<file path="src/rtl/core/ehp_pkg.sv">
// ehp_pkg: types and constants shared by the Ethernet/IPv4/L4 header parser.
// No dependencies.
package ehp_pkg;

  localparam int COUNT_WIDTH_DEF = 32;
  localparam int FIFO_DEPTH      = 2;

  localparam logic [15:0] ETYPE_IPV4     = 16'h0800;
  localparam logic [7:0]  PROTO_NUM_TCP  = 8'd6;
  localparam logic [7:0]  PROTO_NUM_UDP  = 8'd17;
  localparam logic [3:0]  UDP_HEADER_LEN = 4'd8;

  // frame byte positions
  localparam logic [15:0] OFF_SRC_MAC  = 16'd6;
  localparam logic [15:0] OFF_ETYPE    = 16'd12;
  localparam logic [15:0] OFF_IHL      = 16'd14;
  localparam logic [15:0] OFF_TOTAL_HI = 16'd16;
  localparam logic [15:0] OFF_TOTAL_LO = 16'd17;
  localparam logic [15:0] OFF_PROTO    = 16'd23;
  localparam logic [15:0] OFF_IP_ADDR  = 16'd26;
  localparam logic [15:0] OFF_IP_END   = 16'd34;
  localparam logic [15:0] OFF_MAX      = 16'hFFFF;
  localparam logic [6:0]  ETH_HDR_BYTES = 7'd14;

  // layer 4 relative positions
  localparam logic [15:0] REL_PORTS_END = 16'd4;
  localparam logic [15:0] REL_TCP_OFF   = 16'd12;
  localparam logic [15:0] REL_CHK_HI    = 16'd16;
  localparam logic [15:0] REL_CHK_LO    = 16'd17;

  localparam logic [1:0] CLASS_TCP   = 2'd0;
  localparam logic [1:0] CLASS_UDP   = 2'd1;
  localparam logic [1:0] CLASS_IP    = 2'd2;
  localparam logic [1:0] CLASS_NONIP = 2'd3;

  typedef struct packed {
    logic [47:0] dst_mac;
    logic [47:0] src_mac;
    logic [15:0] ether_kind;
    logic [3:0]  ihl;
    logic [15:0] total_len;
    logic [7:0]  proto;
    logic [63:0] ip_addr;   // src high, dst low
    logic [31:0] ports;     // src high, dst low
    logic [3:0]  tcp_off;
    logic [15:0] tcp_chk;
  } hdr_rec_t;

endpackage

</file>
<file path="src/rtl/core/ehp_if.sv">
// ehp_if: valid/ready channel interfaces for frame bytes and parse results.
// No dependencies.
interface ehp_in_if;
  logic       valid;
  logic       ready;
  logic [7:0] data_byte;
  logic       last_byte;

  modport source (output valid, data_byte, last_byte, input ready);
  modport sink   (input valid, data_byte, last_byte, output ready);
endinterface

interface ehp_out_if;
  logic               valid;
  logic               ready;
  logic [1:0]         frame_class;
  logic [47:0]        dst_mac;
  logic [47:0]        src_mac;
  logic [31:0]        src_ip;
  logic [31:0]        dst_ip;
  logic [15:0]        src_port;
  logic [15:0]        dst_port;
  logic [15:0]        tcp_checksum;
  logic signed [16:0] payload_size;
  logic [31:0]        ip_count;
  logic [31:0]        tcp_count;
  logic [31:0]        udp_count;

  modport source (output valid, frame_class, dst_mac, src_mac, src_ip, dst_ip, src_port,
                  dst_port, tcp_checksum, payload_size, ip_count, tcp_count, udp_count,
                  input ready);
  modport sink   (input valid, frame_class, dst_mac, src_mac, src_ip, dst_ip, src_port,
                  dst_port, tcp_checksum, payload_size, ip_count, tcp_count, udp_count,
                  output ready);
endinterface

</file>
<file path="src/rtl/core/ehp_front.sv">
// ehp_front: byte offset tracking and header field capture, one byte per cycle while the queue can accept a record.
// Depends on ehp_pkg and ehp_in_if.
module ehp_front import ehp_pkg::*; (
  input  logic     clk,
  input  logic     rst,
  ehp_in_if.sink   frame,
  output hdr_rec_t rec,
  output logic     rec_valid,
  input  logic     rec_ready
);

  logic [15:0] off;
  hdr_rec_t    cap;
  hdr_rec_t    cap_next;
  logic [7:0]  b;
  logic [3:0]  src_lane;
  logic [5:0]  ip_lane;
  logic [6:0]  base;
  logic [15:0] rel;
  logic        take;

  assign frame.ready = rec_ready;
  assign take        = frame.valid & rec_ready;
  assign b           = frame.data_byte;
  assign src_lane    = 4'd11 - off[3:0];
  assign ip_lane     = 6'd33 - off[5:0];

  always_comb begin
    cap_next = cap;
    priority if (off < OFF_SRC_MAC) begin
      cap_next.dst_mac[{3'd5 - off[2:0], 3'b000} +: 8] = b;
    end else if (off < OFF_ETYPE) begin
      cap_next.src_mac[{src_lane[2:0], 3'b000} +: 8] = b;
    end else if (off < OFF_IHL) begin
      cap_next.ether_kind[{~off[0], 3'b000} +: 8] = b;
    end else if (off == OFF_IHL) begin
      cap_next.ihl = b[3:0];
    end else if (off == OFF_TOTAL_HI || off == OFF_TOTAL_LO) begin
      cap_next.total_len[{~off[0], 3'b000} +: 8] = b;
    end else if (off == OFF_PROTO) begin
      cap_next.proto = b;
    end else if (off >= OFF_IP_ADDR && off < OFF_IP_END) begin
      cap_next.ip_addr[{ip_lane[2:0], 3'b000} +: 8] = b;
    end else begin
      cap_next = cap;
    end

    // layer 4 header starts at 14 + 4*IHL, IHL as updated by this byte
    base = ETH_HDR_BYTES + {1'b0, cap_next.ihl, 2'b00};
    rel  = off - {9'd0, base};
    if (off >= {9'd0, base}) begin
      priority if (rel < REL_PORTS_END) begin
        cap_next.ports[{~rel[1:0], 3'b000} +: 8] = b;
      end else if (rel == REL_TCP_OFF) begin
        cap_next.tcp_off = b[7:4];
      end else if (rel == REL_CHK_HI || rel == REL_CHK_LO) begin
        cap_next.tcp_chk[{~rel[0], 3'b000} +: 8] = b;
      end else begin
        cap_next.tcp_off = cap_next.tcp_off;
      end
    end
  end

  assign rec       = cap_next;
  assign rec_valid = frame.valid & frame.last_byte;

  always_ff @(posedge clk) begin
    if (rst) begin
      off <= '0;
      cap <= '0;
    end else if (take) begin
      if (frame.last_byte) begin
        off <= '0;
        cap <= '0;
      end else begin
        if (off != OFF_MAX) off <= off + 16'd1;
        cap <= cap_next;
      end
    end
  end

endmodule

</file>
<file path="src/rtl/core/ehp_fifo.sv">
// ehp_fifo: short queue of captured header records between front and back.
// Depends on ehp_pkg.
module ehp_fifo import ehp_pkg::*; (
  input  logic     clk,
  input  logic     rst,
  input  hdr_rec_t push_rec,
  input  logic     push_valid,
  output logic     push_ready,
  output hdr_rec_t pop_rec,
  output logic     pop_valid,
  input  logic     pop_ready
);

  localparam int PTR_W = (FIFO_DEPTH > 1) ? $clog2(FIFO_DEPTH) : 1;
  localparam int CNT_W = $clog2(FIFO_DEPTH + 1);
  localparam logic [PTR_W-1:0] PTR_LAST = PTR_W'(FIFO_DEPTH - 1);
  localparam logic [CNT_W-1:0] CNT_FULL = CNT_W'(FIFO_DEPTH);

  hdr_rec_t         mem [FIFO_DEPTH];
  logic [PTR_W-1:0] wr_ptr;
  logic [PTR_W-1:0] rd_ptr;
  logic [CNT_W-1:0] count;
  logic             do_push;
  logic             do_pop;

  assign push_ready = (count != CNT_FULL);
  assign pop_valid  = (count != '0);
  assign pop_rec    = mem[rd_ptr];
  assign do_push    = push_valid & push_ready;
  assign do_pop     = pop_valid & pop_ready;

  always_ff @(posedge clk) begin
    if (do_push) mem[wr_ptr] <= push_rec;
  end

  always_ff @(posedge clk) begin
    if (rst) begin
      wr_ptr <= '0;
      rd_ptr <= '0;
      count  <= '0;
    end else begin
      if (do_push) wr_ptr <= (wr_ptr == PTR_LAST) ? '0 : wr_ptr + 1'b1;
      if (do_pop)  rd_ptr <= (rd_ptr == PTR_LAST) ? '0 : rd_ptr + 1'b1;
      unique case ({do_push, do_pop})
        2'b10:   count <= count + 1'b1;
        2'b01:   count <= count - 1'b1;
        default: count <= count;
      endcase
    end
  end

endmodule

</file>
<file path="src/rtl/core/ehp_back.sv">
// ehp_back: frame classification, payload size, packet counters, output register.
// Depends on ehp_pkg and ehp_out_if.
module ehp_back import ehp_pkg::*; #(
  parameter int COUNT_WIDTH = COUNT_WIDTH_DEF
) (
  input  logic     clk,
  input  logic     rst,
  input  hdr_rec_t rec,
  input  logic     rec_valid,
  output logic     rec_ready,
  ehp_out_if.source result
);

  logic [COUNT_WIDTH-1:0] ip_cnt, tcp_cnt, udp_cnt;
  logic [COUNT_WIDTH-1:0] ip_cnt_next, tcp_cnt_next, udp_cnt_next;
  logic                   out_valid;
  logic                   pop;
  logic [1:0]             cls;
  logic signed [16:0]     rest;
  logic signed [16:0]     payload;
  logic                   is_ip;

  assign pop       = rec_valid & (~out_valid | result.ready);
  assign rec_ready = ~out_valid | result.ready;
  assign result.valid = out_valid;

  always_comb begin
    is_ip        = (rec.ether_kind == ETYPE_IPV4);
    rest         = $signed({1'b0, rec.total_len}) - $signed({11'd0, rec.ihl, 2'b00});
    cls          = CLASS_NONIP;
    payload      = '0;
    ip_cnt_next  = ip_cnt;
    tcp_cnt_next = tcp_cnt;
    udp_cnt_next = udp_cnt;
    if (is_ip) begin
      ip_cnt_next = ip_cnt + 1'b1;
      priority if (rec.proto == PROTO_NUM_TCP) begin
        cls          = CLASS_TCP;
        payload      = rest - $signed({11'd0, rec.tcp_off, 2'b00});
        tcp_cnt_next = tcp_cnt + 1'b1;
      end else if (rec.proto == PROTO_NUM_UDP) begin
        cls          = CLASS_UDP;
        payload      = rest - $signed({13'd0, UDP_HEADER_LEN});
        udp_cnt_next = udp_cnt + 1'b1;
      end else begin
        cls     = CLASS_IP;
        payload = rest;
      end
    end
  end

  always_ff @(posedge clk) begin
    if (rst) begin
      out_valid <= 1'b0;
      ip_cnt    <= '0;
      tcp_cnt   <= '0;
      udp_cnt   <= '0;
    end else begin
      if (pop) begin
        out_valid <= 1'b1;
        ip_cnt    <= ip_cnt_next;
        tcp_cnt   <= tcp_cnt_next;
        udp_cnt   <= udp_cnt_next;
      end else if (result.ready) begin
        out_valid <= 1'b0;
      end
    end
  end

  always_ff @(posedge clk) begin
    if (pop) begin
      result.frame_class  <= cls;
      result.dst_mac      <= rec.dst_mac;
      result.src_mac      <= rec.src_mac;
      result.src_ip       <= is_ip ? rec.ip_addr[63:32] : 32'd0;
      result.dst_ip       <= is_ip ? rec.ip_addr[31:0] : 32'd0;
      result.src_port     <= (cls == CLASS_TCP || cls == CLASS_UDP) ? rec.ports[31:16] : 16'd0;
      result.dst_port     <= (cls == CLASS_TCP || cls == CLASS_UDP) ? rec.ports[15:0] : 16'd0;
      result.tcp_checksum <= (cls == CLASS_TCP) ? rec.tcp_chk : 16'd0;
      result.payload_size <= payload;
      result.ip_count     <= 32'(ip_cnt_next);
      result.tcp_count    <= 32'(tcp_cnt_next);
      result.udp_count    <= 32'(udp_cnt_next);
    end
  end

endmodule

</file>
<file path="src/rtl/core/eth_ipv4_l4_header_parser.sv">
// eth_ipv4_l4_header_parser: top level of the Ethernet/IPv4/TCP/UDP header parser.
// Depends on ehp_pkg, ehp_if, ehp_front, ehp_fifo, ehp_back.
//
// Usage:
//   frame  - input channel, one frame byte per item, starting at the destination
//            MAC; last_byte marks the final byte of the frame.
//   result - output channel, one item per frame: class, MACs, IPs, ports,
//            TCP checksum, payload size and running IP/TCP/UDP counts.
// Throughput: one byte per cycle, sustained while result is ready, including back-to-back
//   one-byte frames; the front captures a byte per cycle while the queue has room and the
//   back retires one frame record per cycle while result is ready.
// Path: after its last byte is accepted, the frame record is registered in the
//   queue and then in the output register, where the result item becomes valid.
// Stall: while result is stalled, up to two more frame records are held in
//   the queue between front and back; frame.ready drops only when that
//   queue is full.
// Reset: synchronous, clears the byte offset, captured fields, queue,
//   output valid and the packet counters; no clearing pass.
module eth_ipv4_l4_header_parser import ehp_pkg::*; #(
  parameter int COUNT_WIDTH = COUNT_WIDTH_DEF
) (
  input  logic      clk,
  input  logic      rst,
  ehp_in_if.sink    frame,
  ehp_out_if.source result
);

  hdr_rec_t front_rec;
  logic     front_valid;
  logic     front_ready;
  hdr_rec_t back_rec;
  logic     back_valid;
  logic     back_ready;

  ehp_front u_front (
    .clk       (clk),
    .rst       (rst),
    .frame     (frame),
    .rec       (front_rec),
    .rec_valid (front_valid),
    .rec_ready (front_ready)
  );

  ehp_fifo u_fifo (
    .clk        (clk),
    .rst        (rst),
    .push_rec   (front_rec),
    .push_valid (front_valid),
    .push_ready (front_ready),
    .pop_rec    (back_rec),
    .pop_valid  (back_valid),
    .pop_ready  (back_ready)
  );

  ehp_back #(
    .COUNT_WIDTH (COUNT_WIDTH)
  ) u_back (
    .clk       (clk),
    .rst       (rst),
    .rec       (back_rec),
    .rec_valid (back_valid),
    .rec_ready (back_ready),
    .result    (result)
  );

endmodule
</file>
<file path="src/flat_wrapper.sv">
// flat-port wrapper written by rule: the top's interface ports become plain ports
module eth_ipv4_l4_header_parser_flat import ehp_pkg::*;
#(
  parameter int COUNT_WIDTH = COUNT_WIDTH_DEF
)
  (clk, rst, frame_valid, frame_data_byte, frame_last_byte, frame_ready, result_valid, result_frame_class, result_dst_mac, result_src_mac, result_src_ip, result_dst_ip, result_src_port, result_dst_port, result_tcp_checksum, result_payload_size, result_ip_count, result_tcp_count, result_udp_count, result_ready);
  ehp_in_if frame_i ();
  ehp_out_if result_i ();
  input  logic clk;
  input  logic rst;
  input wire logic [$bits(frame_i.valid)-1:0] frame_valid;
  input wire logic [$bits(frame_i.data_byte)-1:0] frame_data_byte;
  input wire logic [$bits(frame_i.last_byte)-1:0] frame_last_byte;
  output wire logic [$bits(frame_i.ready)-1:0] frame_ready;
  output wire logic [$bits(result_i.valid)-1:0] result_valid;
  output wire logic [$bits(result_i.frame_class)-1:0] result_frame_class;
  output wire logic [$bits(result_i.dst_mac)-1:0] result_dst_mac;
  output wire logic [$bits(result_i.src_mac)-1:0] result_src_mac;
  output wire logic [$bits(result_i.src_ip)-1:0] result_src_ip;
  output wire logic [$bits(result_i.dst_ip)-1:0] result_dst_ip;
  output wire logic [$bits(result_i.src_port)-1:0] result_src_port;
  output wire logic [$bits(result_i.dst_port)-1:0] result_dst_port;
  output wire logic [$bits(result_i.tcp_checksum)-1:0] result_tcp_checksum;
  output wire logic [$bits(result_i.payload_size)-1:0] result_payload_size;
  output wire logic [$bits(result_i.ip_count)-1:0] result_ip_count;
  output wire logic [$bits(result_i.tcp_count)-1:0] result_tcp_count;
  output wire logic [$bits(result_i.udp_count)-1:0] result_udp_count;
  input wire logic [$bits(result_i.ready)-1:0] result_ready;
  assign frame_i.valid = frame_valid;
  assign frame_i.data_byte = frame_data_byte;
  assign frame_i.last_byte = frame_last_byte;
  assign frame_ready = frame_i.ready;
  assign result_valid = result_i.valid;
  assign result_frame_class = result_i.frame_class;
  assign result_dst_mac = result_i.dst_mac;
  assign result_src_mac = result_i.src_mac;
  assign result_src_ip = result_i.src_ip;
  assign result_dst_ip = result_i.dst_ip;
  assign result_src_port = result_i.src_port;
  assign result_dst_port = result_i.dst_port;
  assign result_tcp_checksum = result_i.tcp_checksum;
  assign result_payload_size = result_i.payload_size;
  assign result_ip_count = result_i.ip_count;
  assign result_tcp_count = result_i.tcp_count;
  assign result_udp_count = result_i.udp_count;
  assign result_i.ready = result_ready;
  eth_ipv4_l4_header_parser #(.COUNT_WIDTH(COUNT_WIDTH)) u_core (.clk(clk), .rst(rst), .frame(frame_i), .result(result_i));
endmodule
</file>
<file path="config.mk">
export PLATFORM = sky130hd
export DESIGN_NAME = eth_ipv4_l4_header_parser_flat
export DESIGN_NICKNAME = d
export VERILOG_FILES = /design/src/rtl/core/ehp_pkg.sv /design/src/rtl/core/ehp_if.sv /design/src/rtl/core/ehp_front.sv /design/src/rtl/core/ehp_fifo.sv /design/src/rtl/core/ehp_back.sv /design/src/rtl/core/eth_ipv4_l4_header_parser.sv /design/src/flat_wrapper.sv
export SDC_FILE = /design/constraint.sdc
export NUM_CORES = 2
export LEC_CHECK = 0
export BUFFER_PORTS_ARGS = -buffer_cell sky130_fd_sc_hd__clkbuf_2
export CAP_MARGIN = 20
export CELL_PAD_IN_SITES_DETAIL_PLACEMENT = 1
export CELL_PAD_IN_SITES_GLOBAL_PLACEMENT = 2
export CORE_AREA = 2 2 325 327
export CTS_BUF_LIST = sky130_fd_sc_hd__clkbuf_4 sky130_fd_sc_hd__clkbuf_8
export DETAILED_ROUTE_END_ITERATION = 10
export DIE_AREA = 0 0 327 329
export PLACE_DENSITY_LB_ADDON = 0.1
export SYNTH_ARGS = -nofsm -noshare
export SYNTH_HDL_FRONTEND = slang
export SYNTH_SLANG_ARGS = --single-unit
export TNS_END_PERCENT = 1
</file>
<file path="constraint.sdc">
create_clock -name clk -period 18.75 [get_ports clk]
set_input_delay 0.9375 -clock clk [delete_from_list [all_inputs] [get_ports clk]]
set_output_delay 0.9375 -clock clk [all_outputs]
set_load 0.005 [all_outputs]
</file>
==> impl_metrics.yaml <==
die:
  core_sq_mm: 0.104
  num_io_pins: 338
  die_y_um: 329
  die_area_sq_mm: 0.108
  dieWidth_um: 327
  row_count: 119
  start_util_pct: 46.6
timing:
  period_share_pct: 36.2
  maxSlewViolCount: 0
  whs_ns: 0.453
  worst_pin_slew_ns: 1.10
  rsz0062_at_grt: "false"
  finalHoldViolations: 0
  fmax_ghz: 0.147
  setup_tns_ns: 0
  period_needed_ns: 6.79
  finalSetupViolCount: 0
  finalClockSkew_ns: 0.0423
  finalWorstSetupSlack_ns: 11.96
  max_slew_margin_pct: 26.1
pwr:
  p_leak_uw: 0.0200
  total_power_uw: 7320
  vdd_drop_max_mv: 0.0892
  p_per_area_mw_per_mm2: 130
clock_tree:
  cts_tree: "built"
  clk_pin_slew_worst_paths_ns: 0.07
  clock-root-buffer: "clkbuf_8"
  cts_buffer_depth: 3
  clkLatencyLatePin_ns: 0.88
  clkSinkCount: 1209
  numCtsBuffers: 198
  post_cts_buffers: 0
  ctsResizeCount: 0
  h-tree-depth: 4
  cts_hold_buf: 0
setup_path:
  crit_buf_inv: 1
  critPathKind: "reg2reg"
  worst_setup_path_start_kind: "flip-flop"
  critPathArrivalTime_ns: 7.58
  path_cells: "nor3_1, nand4_1, or3_1, nor4_2, mux2_2, inv_1, ha_1, ha_1, nor2b_1, o2111a_1, or4_1, a31o_2, or3_1, nor4_1, nand3b_1, o2bb2ai_1"
  required_ns: 19.54
  endpoint_kind: "flip-flop"
  cp_slowest_stage_delay_ns: 0.84
  worst-path-max-fanout: 12
  path_delay_family: "simple AND/OR/NAND/NOR gates"
  slowest_stage: "nor4_1"
synth:
  synthesis.nets: 3801
  synth_cell_type_count: 75
  avgSynthCellArea_sq_um: 13.0
  async_flop_share_pct: 0
  synth-edff-count: 835
  ys_seq_area_share_pct: 66.9
  yosys_warnings: 0
  syn-cell-area_sq_mm: 0.0486
  synth_seq_cells: 1209
  synth_ff_type: "edfxtp_1"
  synth_cells: 3753
cells_and_area:
  final_nets: 4196
  fin_cells: 5717
  nFillCells: 10576
  drive_gt1_share_pct: 23.5
  area_growth_pct: 15.4
worst_hold_path:
  hp-class: "reg2reg"
place:
  gp_congestion: 0.825
  dpl.cell_count: 5337
  hpwl_um: 83800
  port_buffers: 337
  dp_worst_setup_slack_ns: 12.06
route:
  wirelength_um: 130000
  viasPerCell: 5.46
  dr_total_vias: 31211
  ant_nets: 0
  dr.pass1.iters: 5
  drc_errors: 0
  first_iter_violations: 1800
  wl_per_cell_um: 22.7
global_routing:
  grt_usage_pct: 23.8
  overflow: 0
  antenna_found_initial: 4
  grt_max_degree: 144
  grt_pass1_wl_um: 195000
  grt_pass1_vias: 31630
status:
  status: "finished clean"
run:
  drv_cap: 0
==> cell usage after synthesis, types with 89 or more instances <==
| cell type | count | share of area (%) |
|---|---|---|
| edfxtp_1 | 835 | 52 |
| nor2_1 | 465 | 3.6 |
| dfxtp_1 | 374 | 15 |
| nand2_1 | 348 | 2.7 |
| mux2_2 | 249 | 5.8 |
| o21ai_0 | 191 | 2.0 |
| clkbuf_1 | 161 | 1.2 |
| mux2i_1 | 131 | 2.7 |
| xnor2_1 | 114 | 2.1 |
| a22oi_1 | 95 | 1.5 |
| xor2_1 | 91 | 1.6 |
| a22o_1 | 89 | 1.6 |
==> registers in the layout, summed over array words and instances (netlist names), 16 cells and up, named ones only <==
name                               flops
u_core.u_fifo.mem                    512
u_core.u_front.cap                   256
u_core.u_back.result.dst_mac          48
u_core.u_back.result.src_mac          48
u_core.u_back.ip_cnt                  32
u_core.u_back.result.dst_ip           32
u_core.u_back.result.ip_count         32
u_core.u_back.result.src_ip           32
u_core.u_back.result.tcp_count        32
u_core.u_back.result.udp_count        32
u_core.u_back.tcp_cnt                 32
u_core.u_back.udp_cnt                 32
u_core.u_back.result.payload_size     17
u_core.u_back.result.dst_port         16
u_core.u_back.result.src_port         16
u_core.u_back.result.tcp_checksum     16
u_core.u_front.off                    16
==> kinds of logic (layout without fill, tap and decap cells) <==
kind of cell | after synthesis | in the layout | share of synthesized area, %
flip-flops | 1209 | 1209 | 66.9
buffers and inverters | 223 | 792 | 1.78
multiplexers | 380 | 380 | 8.46
XOR/XNOR | 205 | 205 | 3.69
AND/OR/NAND/NOR | 1176 | 1176 | 11.0
adder cells (fa/ha/maj) | 35 | 35 | 0.947
AO/OA/AOI/OAI | 525 | 525 | 7.17
other | 0 | 4 | 0
==> path summary, 6_finish.rpt <==
path,from,slack [ns],cells after the start,endpoint
setup / recovery,u_core.u_front.off[7]$_SDFFE_PP0P_,11.96,16,u_core.u_front.cap[31]$_SDFFE_PP0P_
setup reg to reg,u_core.u_front.off[7]$_SDFFE_PP0P_,11.96,16,u_core.u_front.cap[31]$_SDFFE_PP0P_
hold / removal,u_core.u_front.cap[78]$_SDFFE_PP0P_,0.45,2,u_core.u_front.cap[78]$_SDFFE_PP0P_
hold reg to reg,u_core.u_front.cap[78]$_SDFFE_PP0P_,0.45,2,u_core.u_front.cap[78]$_SDFFE_PP0P_
==> layout make-up <==
class | count | area (sq um) | share of cell area (%)
flip-flops and latches | 1209 | 32600 | 58.0
clock inverters | 66 | 538 | 0.958
clock buffers | 308 | 3810 | 6.78
diodes | 4 | 10.0 | 0.0178
inverters | 33 | 131 | 0.234
well taps | 1391 | 1740 | 3.10
repair buffers | 385 | 2080 | 3.71
multi-input cells | 2321 | 15300 | 27.2
==> placed cells by master (no fill, tap or decap), drive strengths merged, types with 29 or more instances in the layout <==
| cell | synthesis | routed |
|---|---|---|
| xor2 | 91 | 91 |
| xnor2 | 114 | 114 |
| nor2 | 465 | 465 |
| or3 | 35 | 35 |
| ha | 32 | 32 |
| a21oi | 49 | 49 |
| buf | 29 | 48 |
| clkbuf | 161 | 645 |
| a22oi | 95 | 95 |
| and3 | 32 | 32 |
| clkinv | 1 | 47 |
| o21ai | 203 | 203 |
| nand2 | 348 | 348 |
| nor4 | 29 | 29 |
| nand3 | 73 | 73 |
| edfxtp | 835 | 835 |
| dfxtp | 374 | 374 |
| mux2i | 131 | 131 |
| nor3 | 53 | 53 |
| a22o | 89 | 89 |
| mux2 | 249 | 249 |
| inv | 32 | 41 |
| nand4 | 34 | 34 |
==> per-stage QoR <==
stage | cell area (sq um) | util, %
6_report | 56200 | 53.8
5_1_grt | 56200 | 53.8
4_1_cts | 56100 | 53.8
3_5_place_dp | 51800 | 49.6
3_3_place_gp | 51800 | 49.6
2_1_floorplan | 48600 | -
==> layer usage <==
metal	global-route usage, %	vias to the layer above	share of wire, %
met4	7.06	2	2.2
met5	0	-	0.010
met1	33.0	15746	46
met2	38.6	726	47
li1	-	14533	-
met3	3.80	204	4.5
==> power breakdown <==
part | internal, uW | leakage, uW | switching [uW]
logic | 463 | 0.00681 | 880
clock network | 1390 | 0.00230 | 1070
registers | 3360 | 0.0109 | 153
==> worst reg2reg max path: stages, from the launching register on <==
cell and delay, ns:
dfxtp_1 0.43, nor3_1 0.31, nand4_1 0.25, or3_1 0.45, nor4_2 0.73, mux2_2 0.44, inv_1 0.10, ha_1 0.24
ha_1 0.34, nor2b_1 0.17, o2111a_1 0.31, or4_1 0.53, a31o_2 0.26, or3_1 0.58, nor4_1 0.85, nand3b_1 0.45
o2bb2ai_1 0.27
Note: power is estimated with default switching activity, not from simulation.
